<file path="config.mk">
export PLATFORM = sky130hd
export DESIGN_NAME = trap_family_fitness_evaluator
export DESIGN_NICKNAME = d
export VERILOG_FILES = /design/src/tffe_pkg.sv /design/src/tffe_cfg.sv /design/src/tffe_core.sv /design/src/trap_family_fitness_evaluator.sv
export VERILOG_INCLUDE_DIRS = /design/src /design/src/src
export SDC_FILE = /design/constraint.sdc
export NUM_CORES = 1
export LEC_CHECK = 0
export BUFFER_PORTS_ARGS = -buffer_cell sky130_fd_sc_hd__buf_2
export CORE_MARGIN = 8
export CORE_UTILIZATION = 55
export DETAILED_ROUTE_END_ITERATION = 10
export GPL_ROUTABILITY_DRIVEN = 0
export GPL_TIMING_DRIVEN = 0
export PLACE_DENSITY_LB_ADDON = 0.3
export SYNTH_ARGS = -nofsm -noshare
export SYNTH_HDL_FRONTEND = slang
export SYNTH_HIERARCHICAL = 1
export SYNTH_SLANG_ARGS = --single-unit
</file>
<file path="constraint.sdc">
create_clock -name clk -period 14.36 [get_ports clk]
set_input_delay 0 -clock clk [delete_from_list [all_inputs] [get_ports clk]]
set_output_delay 0 -clock clk [all_outputs]
set_load 0.01 [all_outputs]
</file>
<file path="src/assert_macros.svh">
// ----------------------------------------------------------------------------
// assert_macros: assertion helpers used by the RTL
// Each macro expects clk and arst_n to exist in the module that uses it.
// ----------------------------------------------------------------------------
`ifndef ASSERT_MACROS_SVH
`define ASSERT_MACROS_SVH

// Check a property at every rising clock edge outside reset.
`define TFFE_ASSERT(label, prop, msg) \
	label: assert property (@(posedge clk) disable iff (!arst_n) (prop)) \
		else $error(msg);

// Check an implication at every rising clock edge outside reset.
`define TFFE_ASSERT_IMP(label, cond, prop, msg) \
	label: assert property (@(posedge clk) disable iff (!arst_n) (cond) |-> (prop)) \
		else $error(msg);

`endif

</file>
<file path="src/tffe_pkg.sv">
// ----------------------------------------------------------------------------
// tffe_pkg: shared types and helpers of the trap family fitness evaluator
// Mode codes, configuration snapshot type, score tables, small remainders.
// ----------------------------------------------------------------------------
`default_nettype none

package tffe_pkg;

	localparam int MAX_BITS_DEF = 4096;
	localparam int LEN_W        = 13;
	localparam int IDX_W        = 2;
	localparam int MODE_W       = 3;
	localparam int BO_W         = 3;
	localparam int SCORE_W      = 16;
	localparam int ADD_W        = 6;
	localparam logic [LEN_W-1:0] LEN_RST = 13'd4096;

	typedef enum logic [MODE_W-1:0] {
		MODE_ONEMAX = 3'd0,
		MODE_TRAP5  = 3'd1,
		MODE_CYCLIC = 3'd2,
		MODE_FOLD6  = 3'd3,
		MODE_LOFT   = 3'd4
	} tffe_mode_t;

	typedef enum logic [IDX_W-1:0] {
		REG_EVAL_MODE = 2'd0,
		REG_BIT_COUNT = 2'd1
	} tffe_reg_t;

	// Configuration as the core sees it, with length-derived terms precomputed.
	typedef struct packed {
		logic [MODE_W-1:0] mode;
		logic [LEN_W-1:0]  len;
		logic              mis4;
		logic              mis5;
		logic              mis6;
		logic [LEN_W-2:0]  fold_len;
	} tffe_cfg_t;

	// x mod 5 through a reciprocal multiply, exact for 13-bit x
	function automatic logic [2:0] mod5(input logic [LEN_W-1:0] x);
		logic [25:0]      prod;
		logic [LEN_W-1:0] q;
		logic [LEN_W-1:0] r;
		prod = 26'(x) * 26'd6554;
		q    = LEN_W'(prod >> 15);
		r    = x - LEN_W'(q * 13'd5);
		return r[2:0];
	endfunction

	// x mod 6 through a reciprocal multiply, exact for 13-bit x
	function automatic logic [2:0] mod6(input logic [LEN_W-1:0] x);
		logic [27:0]      prod;
		logic [LEN_W-1:0] q;
		logic [LEN_W-1:0] r;
		prod = 28'(x) * 28'd10923;
		q    = LEN_W'(prod >> 16);
		r    = x - LEN_W'(q * 13'd6);
		return r[2:0];
	endfunction

	function automatic logic [BO_W-1:0] ones_add(input logic [BO_W-1:0] a,
		input logic b);
		logic [BO_W:0] s;
		s = {1'b0, a} + {{BO_W{1'b0}}, b};
		return s[BO_W] ? {BO_W{1'b1}} : s[BO_W-1:0];
	endfunction

	function automatic logic [ADD_W-1:0] trap5_score(input logic [BO_W-1:0] u);
		logic [ADD_W-1:0] v;
		case (u)
			3'd0: v = 6'd8;
			3'd1: v = 6'd6;
			3'd2: v = 6'd4;
			3'd3: v = 6'd2;
			3'd5: v = 6'd10;
			default: v = 6'd0;
		endcase
		return v;
	endfunction

	function automatic logic [ADD_W-1:0] fold6_score(input logic [BO_W-1:0] u);
		logic [ADD_W-1:0] v;
		case (u)
			3'd0, 3'd6: v = 6'd10;
			3'd2, 3'd4: v = 6'd4;
			3'd3:       v = 6'd8;
			default:    v = 6'd0;
		endcase
		return v;
	endfunction

	function automatic logic [ADD_W-1:0] loft_score(input logic [BO_W-1:0] u);
		logic [ADD_W-1:0] v;
		case (u)
			3'd0, 3'd6: v = 6'd60;
			3'd2, 3'd4: v = 6'd24;
			3'd3:       v = 6'd48;
			default:    v = 6'd0;
		endcase
		return v;
	endfunction

endpackage

`default_nettype wire

</file>
<file path="src/tffe_cfg.sv">
// ----------------------------------------------------------------------------
// tffe_cfg: configuration registers
// Holds mode and length; clamps the length and precomputes its remainders.
// ----------------------------------------------------------------------------
`default_nettype none

module tffe_cfg #(
	parameter int MAX_BITS = tffe_pkg::MAX_BITS_DEF
) (
	input  wire logic                       clk,
	input  wire logic                       arst_n,
	input  wire logic                       cfg_valid,
	output logic                            cfg_ready,
	input  wire logic [tffe_pkg::IDX_W-1:0] cfg_index,
	input  wire logic [tffe_pkg::LEN_W-1:0] cfg_data,
	output tffe_pkg::tffe_cfg_t             cfg
);
	import tffe_pkg::*;

	tffe_cfg_t cfg_q;

	function automatic tffe_cfg_t set_len(input tffe_cfg_t c, input logic [LEN_W-1:0] raw);
		tffe_cfg_t        r;
		logic [LEN_W-1:0] len;
		logic [LEN_W-1:0] half;
		r = c;
		if (raw == '0)
			len = LEN_W'(1);
		else if (int'(raw) > MAX_BITS)
			len = LEN_W'(MAX_BITS);
		else
			len = raw;
		half       = len >> 1;
		r.len      = len;
		r.mis4     = (len[1:0] != 2'd0);
		r.mis5     = (mod5(len) != 3'd0);
		r.mis6     = (mod6(len) != 3'd0);
		r.fold_len = (LEN_W-1)'(half - LEN_W'(mod6(half)));
		return r;
	endfunction

	assign cfg_ready = 1'b1;
	assign cfg       = cfg_q;

	always_ff @(posedge clk or negedge arst_n) begin
		if (!arst_n) begin
			cfg_q <= set_len('{mode: MODE_TRAP5, default: '0}, LEN_RST);
		end else if (cfg_valid && cfg_ready) begin
			unique case (cfg_index)
				REG_EVAL_MODE: cfg_q.mode <= cfg_data[MODE_W-1:0];
				REG_BIT_COUNT: cfg_q      <= set_len(cfg_q, cfg_data);
				default: ;
			endcase
		end
	end

endmodule

`default_nettype wire

</file>
<file path="src/tffe_core.sv">
// ----------------------------------------------------------------------------
// tffe_core: per-bit scoring datapath
// Input register, running block state update and a result register.
// ----------------------------------------------------------------------------
`default_nettype none

module tffe_core #(
	parameter int MAX_BITS = tffe_pkg::MAX_BITS_DEF
) (
	input  wire logic                         clk,
	input  wire logic                         arst_n,
	input  wire tffe_pkg::tffe_cfg_t          cfg,
	input  wire logic                         gene_valid,
	output logic                              gene_stall,
	input  wire logic                         gene_bit,
	output logic                              fit_valid,
	input  wire logic                         fit_stall,
	output logic [tffe_pkg::SCORE_W-1:0]      fitness_tenths,
	output logic                              length_mismatch
);
	import tffe_pkg::*;

	localparam int POS_W = $clog2(MAX_BITS);
	localparam int CMP_W = (POS_W + 1 > LEN_W) ? POS_W + 1 : LEN_W;

	// input stage
	logic               valid_s1;
	logic               bit_s1;

	// running chromosome state
	logic [POS_W-1:0]   pos_q;
	logic [2:0]         ph5_q;
	logic [2:0]         ph6_q;
	logic [BO_W-1:0]    bo_q;
	logic [SCORE_W-1:0] score_q;
	logic               first_q;
	logic               alive_q;

	// result register
	logic               res_valid_q;
	logic [SCORE_W-1:0] res_score_q;
	logic               res_mis_q;

	logic               last_c;
	logic               adv_s1;
	logic               fb_c;
	logic [BO_W-1:0]    bo_inc_c;
	logic [BO_W-1:0]    bo_mid_c;
	logic [BO_W-1:0]    bo_wrap_c;
	logic [BO_W-1:0]    bo_next_c;
	logic [ADD_W-1:0]   add_a_c;
	logic [ADD_W-1:0]   add_b_c;
	logic               alive_next_c;
	logic               mis_c;
	logic [SCORE_W+1:0] sum_c;
	logic [SCORE_W-1:0] score_next_c;

	assign last_c   = (CMP_W'(pos_q) + CMP_W'(1)) >= CMP_W'(cfg.len);
	assign fb_c     = (pos_q == '0) ? bit_s1 : first_q;
	assign bo_inc_c = ones_add(bo_q, bit_s1);

	always_comb begin
		add_a_c      = '0;
		add_b_c      = '0;
		bo_mid_c     = bo_inc_c;
		bo_wrap_c    = bo_inc_c;
		bo_next_c    = bo_q;
		alive_next_c = alive_q;
		mis_c        = 1'b0;
		case (cfg.mode)
			MODE_ONEMAX: begin
				add_a_c = bit_s1 ? ADD_W'(10) : '0;
			end
			MODE_CYCLIC: begin
				// a block boundary bit closes the previous block and opens the next
				if (pos_q != '0 && pos_q[1:0] == 2'd0) begin
					add_a_c  = trap5_score(bo_inc_c);
					bo_mid_c = {{(BO_W-1){1'b0}}, bit_s1};
				end
				bo_wrap_c = ones_add(bo_mid_c, fb_c);
				// last block wraps around to bit 0
				if (last_c && !cfg.mis4) begin
					add_b_c   = trap5_score(bo_wrap_c);
					bo_next_c = bo_wrap_c;
				end else begin
					bo_next_c = bo_mid_c;
				end
				mis_c = cfg.mis4;
			end
			MODE_FOLD6: begin
				bo_next_c = bo_inc_c;
				if (ph6_q == 3'd5) begin
					add_a_c   = fold6_score(bo_inc_c);
					bo_next_c = '0;
				end
				mis_c = cfg.mis6;
			end
			MODE_LOFT: begin
				if (CMP_W'(pos_q) < CMP_W'(cfg.fold_len)) begin
					bo_next_c = bo_inc_c;
					if (ph6_q == 3'd5) begin
						add_a_c   = loft_score(bo_inc_c);
						bo_next_c = '0;
					end
				end else if (alive_q && bit_s1) begin
					add_a_c = ADD_W'(10);
				end else begin
					alive_next_c = 1'b0;
				end
			end
			default: begin
				// trap5, also taken by the unused codes
				bo_next_c = bo_inc_c;
				if (ph5_q == 3'd4) begin
					add_a_c   = trap5_score(bo_inc_c);
					bo_next_c = '0;
				end
				mis_c = cfg.mis5;
			end
		endcase
		sum_c        = (SCORE_W+2)'(score_q) + (SCORE_W+2)'(add_a_c) + (SCORE_W+2)'(add_b_c);
		score_next_c = (sum_c > (SCORE_W+2)'({SCORE_W{1'b1}})) ? {SCORE_W{1'b1}}
			: sum_c[SCORE_W-1:0];
	end

	// an item that ends a chromosome waits only while the result slot is full and stalled
	assign adv_s1     = valid_s1 && (!last_c || !res_valid_q || !fit_stall);
	assign gene_stall = valid_s1 && !adv_s1;

	always_ff @(posedge clk or negedge arst_n) begin
		if (!arst_n) begin
			valid_s1 <= 1'b0;
		end else if (!gene_stall) begin
			valid_s1 <= gene_valid;
		end
	end

	always_ff @(posedge clk) begin
		if (gene_valid && !gene_stall)
			bit_s1 <= gene_bit;
	end

	always_ff @(posedge clk or negedge arst_n) begin
		if (!arst_n) begin
			pos_q   <= '0;
			ph5_q   <= '0;
			ph6_q   <= '0;
			bo_q    <= '0;
			score_q <= '0;
			first_q <= 1'b0;
			alive_q <= 1'b1;
		end else if (adv_s1) begin
			if (last_c) begin
				pos_q   <= '0;
				ph5_q   <= '0;
				ph6_q   <= '0;
				bo_q    <= '0;
				score_q <= '0;
				first_q <= 1'b0;
				alive_q <= 1'b1;
			end else begin
				pos_q   <= pos_q + POS_W'(1);
				ph5_q   <= (ph5_q == 3'd4) ? 3'd0 : ph5_q + 3'd1;
				ph6_q   <= (ph6_q == 3'd5) ? 3'd0 : ph6_q + 3'd1;
				bo_q    <= bo_next_c;
				score_q <= score_next_c;
				first_q <= fb_c;
				alive_q <= alive_next_c;
			end
		end
	end

	always_ff @(posedge clk or negedge arst_n) begin
		if (!arst_n) begin
			res_valid_q <= 1'b0;
		end else if (adv_s1 && last_c) begin
			res_valid_q <= 1'b1;
		end else if (!fit_stall) begin
			res_valid_q <= 1'b0;
		end
	end

	always_ff @(posedge clk) begin
		if (adv_s1 && last_c) begin
			res_score_q <= score_next_c;
			res_mis_q   <= mis_c;
		end
	end

	assign fit_valid       = res_valid_q;
	assign fitness_tenths  = res_score_q;
	assign length_mismatch = res_mis_q;

	`include "assert_macros.svh"

	`TFFE_ASSERT(a_phase_range, ph5_q <= 3'd4 && ph6_q <= 3'd5, "phase counter out of range")
	`TFFE_ASSERT_IMP(a_phase_start, pos_q == '0, ph5_q == 3'd0 && ph6_q == 3'd0, "phase not aligned to bit 0")
	`TFFE_ASSERT_IMP(a_clear_after_last, adv_s1 && last_c, ##1 (pos_q == '0 && score_q == '0 && alive_q), "state not cleared after last beat")
	`TFFE_ASSERT_IMP(a_score_monotone, adv_s1 && !last_c, ##1 (score_q >= $past(score_q)), "score decreased within a chromosome")

endmodule

`default_nettype wire

</file>
<file path="src/trap_family_fitness_evaluator.sv">
// ----------------------------------------------------------------------------
// trap_family_fitness_evaluator: one chromosome bit per beat, fitness per chromosome
// Result path: the last bit is held in the input register, and its fitness is registered in the output register.
// Throughput: one bit per cycle, set by the block state update; a last bit
// waits only while the previous result is still held stalled in the output register.
// Reset: clears run state and the result valid flag; mode trap5, length 4096 (clamped to MAX_BITS).
// ----------------------------------------------------------------------------
`default_nettype none

module trap_family_fitness_evaluator #(
	parameter int MAX_BITS = tffe_pkg::MAX_BITS_DEF
) (
	input  wire logic                         clk,
	input  wire logic                         arst_n,
	input  wire logic                         cfg_valid,
	output logic                              cfg_ready,
	input  wire logic [tffe_pkg::IDX_W-1:0]   cfg_index,
	input  wire logic [tffe_pkg::LEN_W-1:0]   cfg_data,
	input  wire logic                         gene_valid,
	output logic                              gene_stall,
	input  wire logic                         gene_bit,
	output logic                              fit_valid,
	input  wire logic                         fit_stall,
	output logic [tffe_pkg::SCORE_W-1:0]      fitness_tenths,
	output logic                              length_mismatch
);
	import tffe_pkg::*;

	tffe_cfg_t cfg;

	tffe_cfg #(
		.MAX_BITS (MAX_BITS)
	) u_cfg (
		.clk       (clk),
		.arst_n    (arst_n),
		.cfg_valid (cfg_valid),
		.cfg_ready (cfg_ready),
		.cfg_index (cfg_index),
		.cfg_data  (cfg_data),
		.cfg       (cfg)
	);

	tffe_core #(
		.MAX_BITS (MAX_BITS)
	) u_core (
		.clk             (clk),
		.arst_n          (arst_n),
		.cfg             (cfg),
		.gene_valid      (gene_valid),
		.gene_stall      (gene_stall),
		.gene_bit        (gene_bit),
		.fit_valid       (fit_valid),
		.fit_stall       (fit_stall),
		.fitness_tenths  (fitness_tenths),
		.length_mismatch (length_mismatch)
	);

endmodule

`default_nettype wire
</file>
==> out/qor.txt, run 1 <==
status = finished clean
hold slack final = 13.4 ps
HP Class = input port to register
layout cells sized above 1 = 0.0907
Via Count = 7929
Placement Rows = 51
Ys Warns = 6
R2R Setup Slk = 8280 ps
maximum clock rate = 0.129 GHz
Hold Path End = u_cfg/cfg[30]
Die ar. = 24200 µm²
TritonCTS clock tree = built
Synth cell types = 75
Worst R2R Path Depth = 23
number of global-route vias before repair = 8021
Reg clk slew, reported paths = 60 ps
max incr delay on CP = 550 ps
drt wl/cell = 16.1 µm
Synth Flop Type = dfrtp_1
final setup TNS = 0 ps
Area growth syn-to-layout = 8.46%
Post-synth EDFFs = 18
CTS max path bufs = 2
total grt overflow = 0
DR DRC count = 0
Die W = 156 µm
Leak = 6.06 nW
critical path class = input port to register
# fillers = 1700
Post-CTS Setup Inserts = 0
largest net degree at the start of global routing = 47
end of the worst register-to-register path = u_core/fitness_tenths[10]
clock skew = 6.71 ps
Syn Area/Cell = 9.42 µm²
Worst setup EP type = register
Synth Cell Area = 10700 µm²
hpwl dp = 19700 µm
#FFs+latches synth = 89
MaxCap Viol Count = 0
drt pass-1 iters = 5
first-pass GRT wire length = 39000 µm
Worst-Skew Late Latency = 340 ps
Critical R2R Launch = u_core/pos_q[0]
endpoints failing setup = 0
max-slew violation count = 0
antenna cells = 0
RSZ-0062 raised after global routing = false
Worst Path Required = 14620 ps
asr flop ratio synth = 0.798
Die Height = 156 µm
H-tree levels = 3
Worst Path Arrival = 8010 ps
Worst Hold Depth = 2
minimum clock period = 7740 ps
clk sinks = 89
initial core utilization = 0.555
post_cts resized = 0
crit-path max FO = 10
drt total wl = 23700 µm
CP max stage cell = fa_1
port bufs = 39
post-synthesis sequential area ratio = 0.218
Worst Tran Pin Value = 911 ps
core area = 19300 µm²
hold_sp = cfg_data[2]
Num CTS Buffers = 9
PD cells = 150 nW/µm²
Slew HR = 0.391
hold_buf cts = 6
Final Hold Viols = 0
Iteration-0 DRC Markers = 419
CP startpoint kind = input port
total power = 1.75 mW
Synth Instances = 1139
maximum vdd drop = 0.110 mV
Final #Nets = 1489
initial antenna violation count = 0
I/O pins = 41
Final Cycle Share = 0.539
global-route usage over all layers = 0.201
DR vias/cell = 5.40
DRT antenna net count = 0
Root Buffer Master = clkbuf_16
## placed cells by master, fill, tap and decap left out, drive strengths merged, types with 20 or more instances in the layout
cell type,n
a21oi,35
buf,51
clkbuf,25
dfrtp,56
fa,101
ha,170
inv,234
nand2,84
nand2b,20
nand3,25
nor2,45
o21ai,65
xnor2,40
## critical path: cells and delay by family
family,cells,cell delay [ps]
fa+ha+maj,8,3240
compound gates,7,1650
buf+inv,8,1220
xor+xnor,6,970
simple gates,5,930
## report_power, final
group	leakage [nW]	internal, mW	total [mW]	switching [mW]
registers	1.06	0.331	0.380	0.0484
clock network	0.146	0.134	0.229	0.0947
logic	4.85	0.502	1.14	0.639
## worst max-delay path by stage
stage | start | end | depth (start not counted)
6_report | cfg_data[12] | u_cfg/cfg[10] | 34
5_1_grt | cfg_data[12] | u_cfg/cfg[10] | 34
4_1_cts | cfg_data[12] | u_cfg/cfg[10] | 34
3_5_place_dp | cfg_data[12] | u_cfg/cfg[10] | 34
3_3_place_gp | cfg_data[12] | u_cfg/cfg[10] | 34
2_1_floorplan | cfg_data[12] | u_cfg/cfg[10] | 33
## cell usage after synthesis (13+ instances only)
library cell | instances | share of area
ha_1 | 170 | 0.20
xnor2_1 | 40 | 0.033
a21oi_1 | 33 | 0.015
dfstp_2 | 15 | 0.037
nor2_1 | 44 | 0.015
fa_1 | 101 | 0.19
nand3_1 | 25 | 0.012
dfrtp_1 | 56 | 0.13
and3_1 | 14 | 0.0082
clkbuf_1 | 13 | 0.0045
edfxtp_1 | 18 | 0.050
a21o_1 | 18 | 0.013
inv_1 | 234 | 0.082
o21ai_0 | 62 | 0.029
a22o_1 | 19 | 0.016
nand2_1 | 84 | 0.029
nand2b_1 | 20 | 0.012
xor2_1 | 14 | 0.011
## cell type report
cell class	count	area [µm²]	share of cell area
flip-flops and latches	89	2340	0.201
clock inverters	6	58.8	0.00505
repair buffers	46	285	0.0245
clock buffers	10	229	0.0197
plain buffers	26	140	0.0120
well taps	265	332	0.0285
multi-input cells	791	7380	0.634
inverters	234	878	0.0755
## metal layers
metal	part of all wire	vias to the layer above	global-route usage
met2	0.52	163	0.368
li1	-	3885	-
met4	0.037	0	0.0892
met3	0.036	51	0.0247
met1	0.41	3830	0.233
met5	0	-	0
## registers in the layout, indices dropped and copies added (netlist names), 3 cells and up
register               cells
u_cfg/cfg                 30
u_core/bo_q                3
u_core/fitness_tenths     16
u_core/ph5_q               3
u_core/ph6_q               3
u_core/pos_q              12
u_core/score_q            16
## through the flow
step	util	worst slack (ps)	area [µm²]	std cells
after floorplan	-	7380	10700	1140
after global placement	0.583	6280	11300	1444
after detailed placement	0.584	6250	11300	1445
after CTS	0.602	6570	11600	1467
after global routing	0.602	5960	11600	1467
final	0.602	6620	11600	1467
## cells by family (layout without fill, tap and decap cells)
group                    Yosys count  after routing  share of synthesized area
AO/OA/AOI/OAI                    199            199                      0.124
multiplexers                      17             17                     0.0169
AND/OR/NAND/NOR                  247            247                      0.116
XOR/XNOR                          54             54                     0.0441
buffers and inverters            260            322                     0.0949
other                              2              3                   0.000700
flip-flops                        89             89                      0.218
adder cells (fa/ha/maj)          271            271                      0.387
(Power assumes the default switching activity.)
==> inputs of run 2 (changes only) <==
--- a/config.mk
+++ b/config.mk
@@ -6,6 +6,7 @@
 export SDC_FILE = /design/constraint.sdc
 export NUM_CORES = 1
 export LEC_CHECK = 0
+export ABC_AREA = 1
 export BUFFER_PORTS_ARGS = -buffer_cell sky130_fd_sc_hd__buf_2
 export CORE_MARGIN = 8
 export CORE_UTILIZATION = 55
==> constraint.sdc (replaced) <==
create_clock -name clk -period 7.9 [get_ports clk]
set_input_delay 0 -clock clk [delete_from_list [all_inputs] [get_ports clk]]
set_output_delay 0 -clock clk [all_outputs]
set_load 0.01 [all_outputs]
==> out/qor.txt, run 2 <==
first-pass GRT wire length = 46200 µm (was 39000 µm)
HP Class = input port to register (unchanged)
Placement Rows = 53 (was 51)
most common cell in the netlist = inv_1 (unchanged)
core area = 20800 µm² (was 19300 µm²)
Flop pwr share = 0.201 (was 0.217)
Leak = 7.14 nW (was 6.06 nW)
TritonCTS clock tree = built (unchanged)
CP max stage cell = fa_1 (unchanged)
cell repeated most along the worst path = nand2_1
Finished Layout Cells = 1852 (was 1467)
critical path class = input port to register (unchanged)
hold slack final = 16.2 ps (was 13.4 ps)
Final Cycle Share = 0.920
clock skew = 10.7 ps (was 6.71 ps)
Ys Warns = 6 (unchanged)
dpl cells = 1830 (was 1445)
max incr delay on CP = 600 ps (was 550 ps)
commonest non-fill, non-tap cell in the layout = inv_1 (unchanged)
Synth area leaders = ha_1 (18%), fa_1 (18%), inv_1 (12%), dfrtp_1 (12%), nand2_1 (11%) (was ha_1 (20%), fa_1 (19%), dfrtp_1 (13%), inv_1 (8.2%), edfxtp_1 (5.0%))
clock share of power = 0.116 (was 0.131)
antenna cells = 0 (unchanged)
Syn Area/Cell = 7.63 µm² (was 9.42 µm²)
total grt overflow = 0 (unchanged)
final instance area = 12500 µm² (was 11600 µm²)
initial core utilization = 0.554 (was 0.555)
CTS max path bufs = 2 (unchanged)
post-synth top area cell = ha_1 (unchanged)
DR DRC count = 0 (unchanged)
endpoints failing setup = 0 (unchanged)
Post-synth EDFFs = 18 (unchanged)
Post-CTS Setup Inserts = 0 (unchanged)
Synth cell types = 43 (was 75)
hpwl dp = 22800 µm (was 19700 µm)
Iteration-0 DRC Markers = 553 (was 419)
RSZ-0062 raised after global routing = false (unchanged)
PD cells = 294 nW/µm² (was 150 nW/µm²)
Final Hold Viols = 0 (unchanged)
drt pass-1 iters = 6 (was 5)
drt wl/cell = 14.6 µm (was 16.1 µm)
Num CTS Buffers = 9 (unchanged)
Worst-Skew Late Latency = 340 ps (about the same)
Worst setup EP type = register (unchanged)
Critical path buffers and inverters = 12 (was 8)
minimum clock period = 7270 ps
Die Height = 161 µm (was 156 µm)
#FFs+latches synth = 89 (unchanged)
Final #Nets = 1864 (was 1489)
CP delay by family, top = adder cells (unchanged)
number of global-route vias before repair = 9804 (was 8021)
Synth Flop Type = dfrtp_1 (unchanged)
Die ar. = 25900 µm² (was 24200 µm²)
area share of the largest cell type after synthesis = 0.184 (was 0.198)
Die W = 161 µm (was 156 µm)
maximum vdd drop = 0.208 mV (was 0.110 mV)
drt total wl = 27000 µm (was 23700 µm)
post-synthesis sequential area ratio = 0.202 (was 0.218)
maximum clock rate = 0.138 GHz
clk sinks = 89 (unchanged)
final setup TNS = 0 ps (unchanged)
initial antenna violation count = 0 (unchanged)
largest net degree at the start of global routing = 48 (was 47)
global-route usage over all layers = 0.218 (was 0.201)
DRT antenna net count = 0 (unchanged)
asr flop ratio synth = 0.798 (unchanged)
placed cell area = 12100 µm² (was 11300 µm²)
DR vias/cell = 5.17 (was 5.40)
I/O pins = 41 (unchanged)
combinational share of power = 0.683 (was 0.652)
Worst Path Arrival = 7530 ps (was 8010 ps)
Net Switching = 1.86 mW (was 0.782 mW)
layout cells sized above 1 = 0.0659 (was 0.0907)
port bufs = 39 (unchanged)
CP startpoint kind = input port (unchanged)
Worst Tran Pin Value = 994 ps (was 911 ps)
MaxCap Viol Count = 0 (unchanged)
status = finished clean (unchanged)
Synth Cell Area = 11500 µm² (was 10700 µm²)
max reg flops = 30 (unchanged)
Net Sw Frac = 0.506 (was 0.447)
Area growth syn-to-layout = 8.14% (was 8.46%)
internal power = 1.82 mW (was 0.968 mW)
Synth Instances = 1514 (was 1139)
Slew HR = 0.335 (was 0.391)
crit-path max FO = 10 (unchanged)
H-tree levels = 3 (unchanged)
Via Count = 9580 (was 7929)
most frequent cells in the layout = inv_1 (379), nand2_1 (347), ha_1 (170), fa_1 (101), nor2_1 (100) (was inv_1 (234), ha_1 (170), fa_1 (101), nand2_1 (84), o21ai_0 (62))
Root Buffer Master = clkbuf_16 (unchanged)
Reg clk slew, reported paths = 70 ps (was 60 ps)
Synth top cells by count = inv_1 (381), nand2_1 (347), ha_1 (170), fa_1 (101), nor2_1 (101) (was inv_1 (234), ha_1 (170), fa_1 (101), nand2_1 (84), o21ai_0 (62))
max-slew violation count = 0 (unchanged)
Worst Path Required = 8160 ps (was 14620 ps)
-- run 2: through the flow --
stage                     utilization  setup WS, ps  power, mW
after detailed placement        0.582           453       3.23
after global placement          0.581           565       3.14
after global routing            0.600          51.1       4.14
after floorplan                     -          1760       2.63
after CTS                       0.599           388       3.68
final                           0.600           630       3.67
-- run 2: kinds of logic after synthesis --
kind of cell	share of synthesized area
compound gates	0.0681
other cells	0.000651
flops	0.202
simple gates	0.215
xor+xnor	0.0197
buf+inv	0.134
fa+ha+maj	0.359
-- run 2: cell type report --
type	instances	area, µm²
Timing Repair Buffer	46	285
Sequential cell	89	2340
Fill cell	1906	8340
Buffer	16	103
Clock inverter	6	66.3
Tap cell	275	344
Inverter	385	1450
Multi-Input combinational cell	1025	7670
Clock buffer	10	229
-- run 2: repair_timing --
action                                 4_1_cts  5_1_grt
setup endpoints to repair                    0        7
hold buffers                                 6        0
gates resized for setup                      0        4
endpoints found under the hold margin       73        0
-- run 2: power by group through the flow --
stage | logic (mW) | clock network (mW) | registers [mW]
finish | 2.51 | 0.425 | 0.740
global route | 2.93 | 0.451 | 0.758
CTS | 2.51 | 0.435 | 0.738
detailed placement | 2.48 | 0 | 0.743
global placement | 2.41 | 0 | 0.736
floorplan | 1.91 | 0 | 0.724
-- run 2: path summary, 6_finish.rpt --
path | from | endpoint | slack, ps | depth (start not counted)
worst min-delay path | cfg_valid | u_cfg/cfg[28] | 20 | 3
worst max register to register | u_core/pos_q[0] | u_core/fitness_tenths[1] | 2310 | 32
worst min register to register | u_cfg/cfg[12] | u_cfg/cfg[12] | 480 | 2
worst max-delay path | cfg_data[3] | u_cfg/cfg[9] | 630 | 44
max in group asynchronous | arst_n | u_cfg/cfg[13] | 7180 | 3
min in group asynchronous | arst_n | u_core/pos_q[9] | 130 | 2
-- run 2: per-layer routing --
layer  routed length (µm)  track usage  part of all wire
met1                11700        0.267              0.43
met2                13500        0.386              0.50
met3                  973       0.0195             0.036
met4                  835       0.0909             0.031
met5                    0            0                 0
-- run 2: worst min-delay path, cell delays in order --
cell,delay (ps)
buf_2,110
nand2_1,150
o21ai_0,100
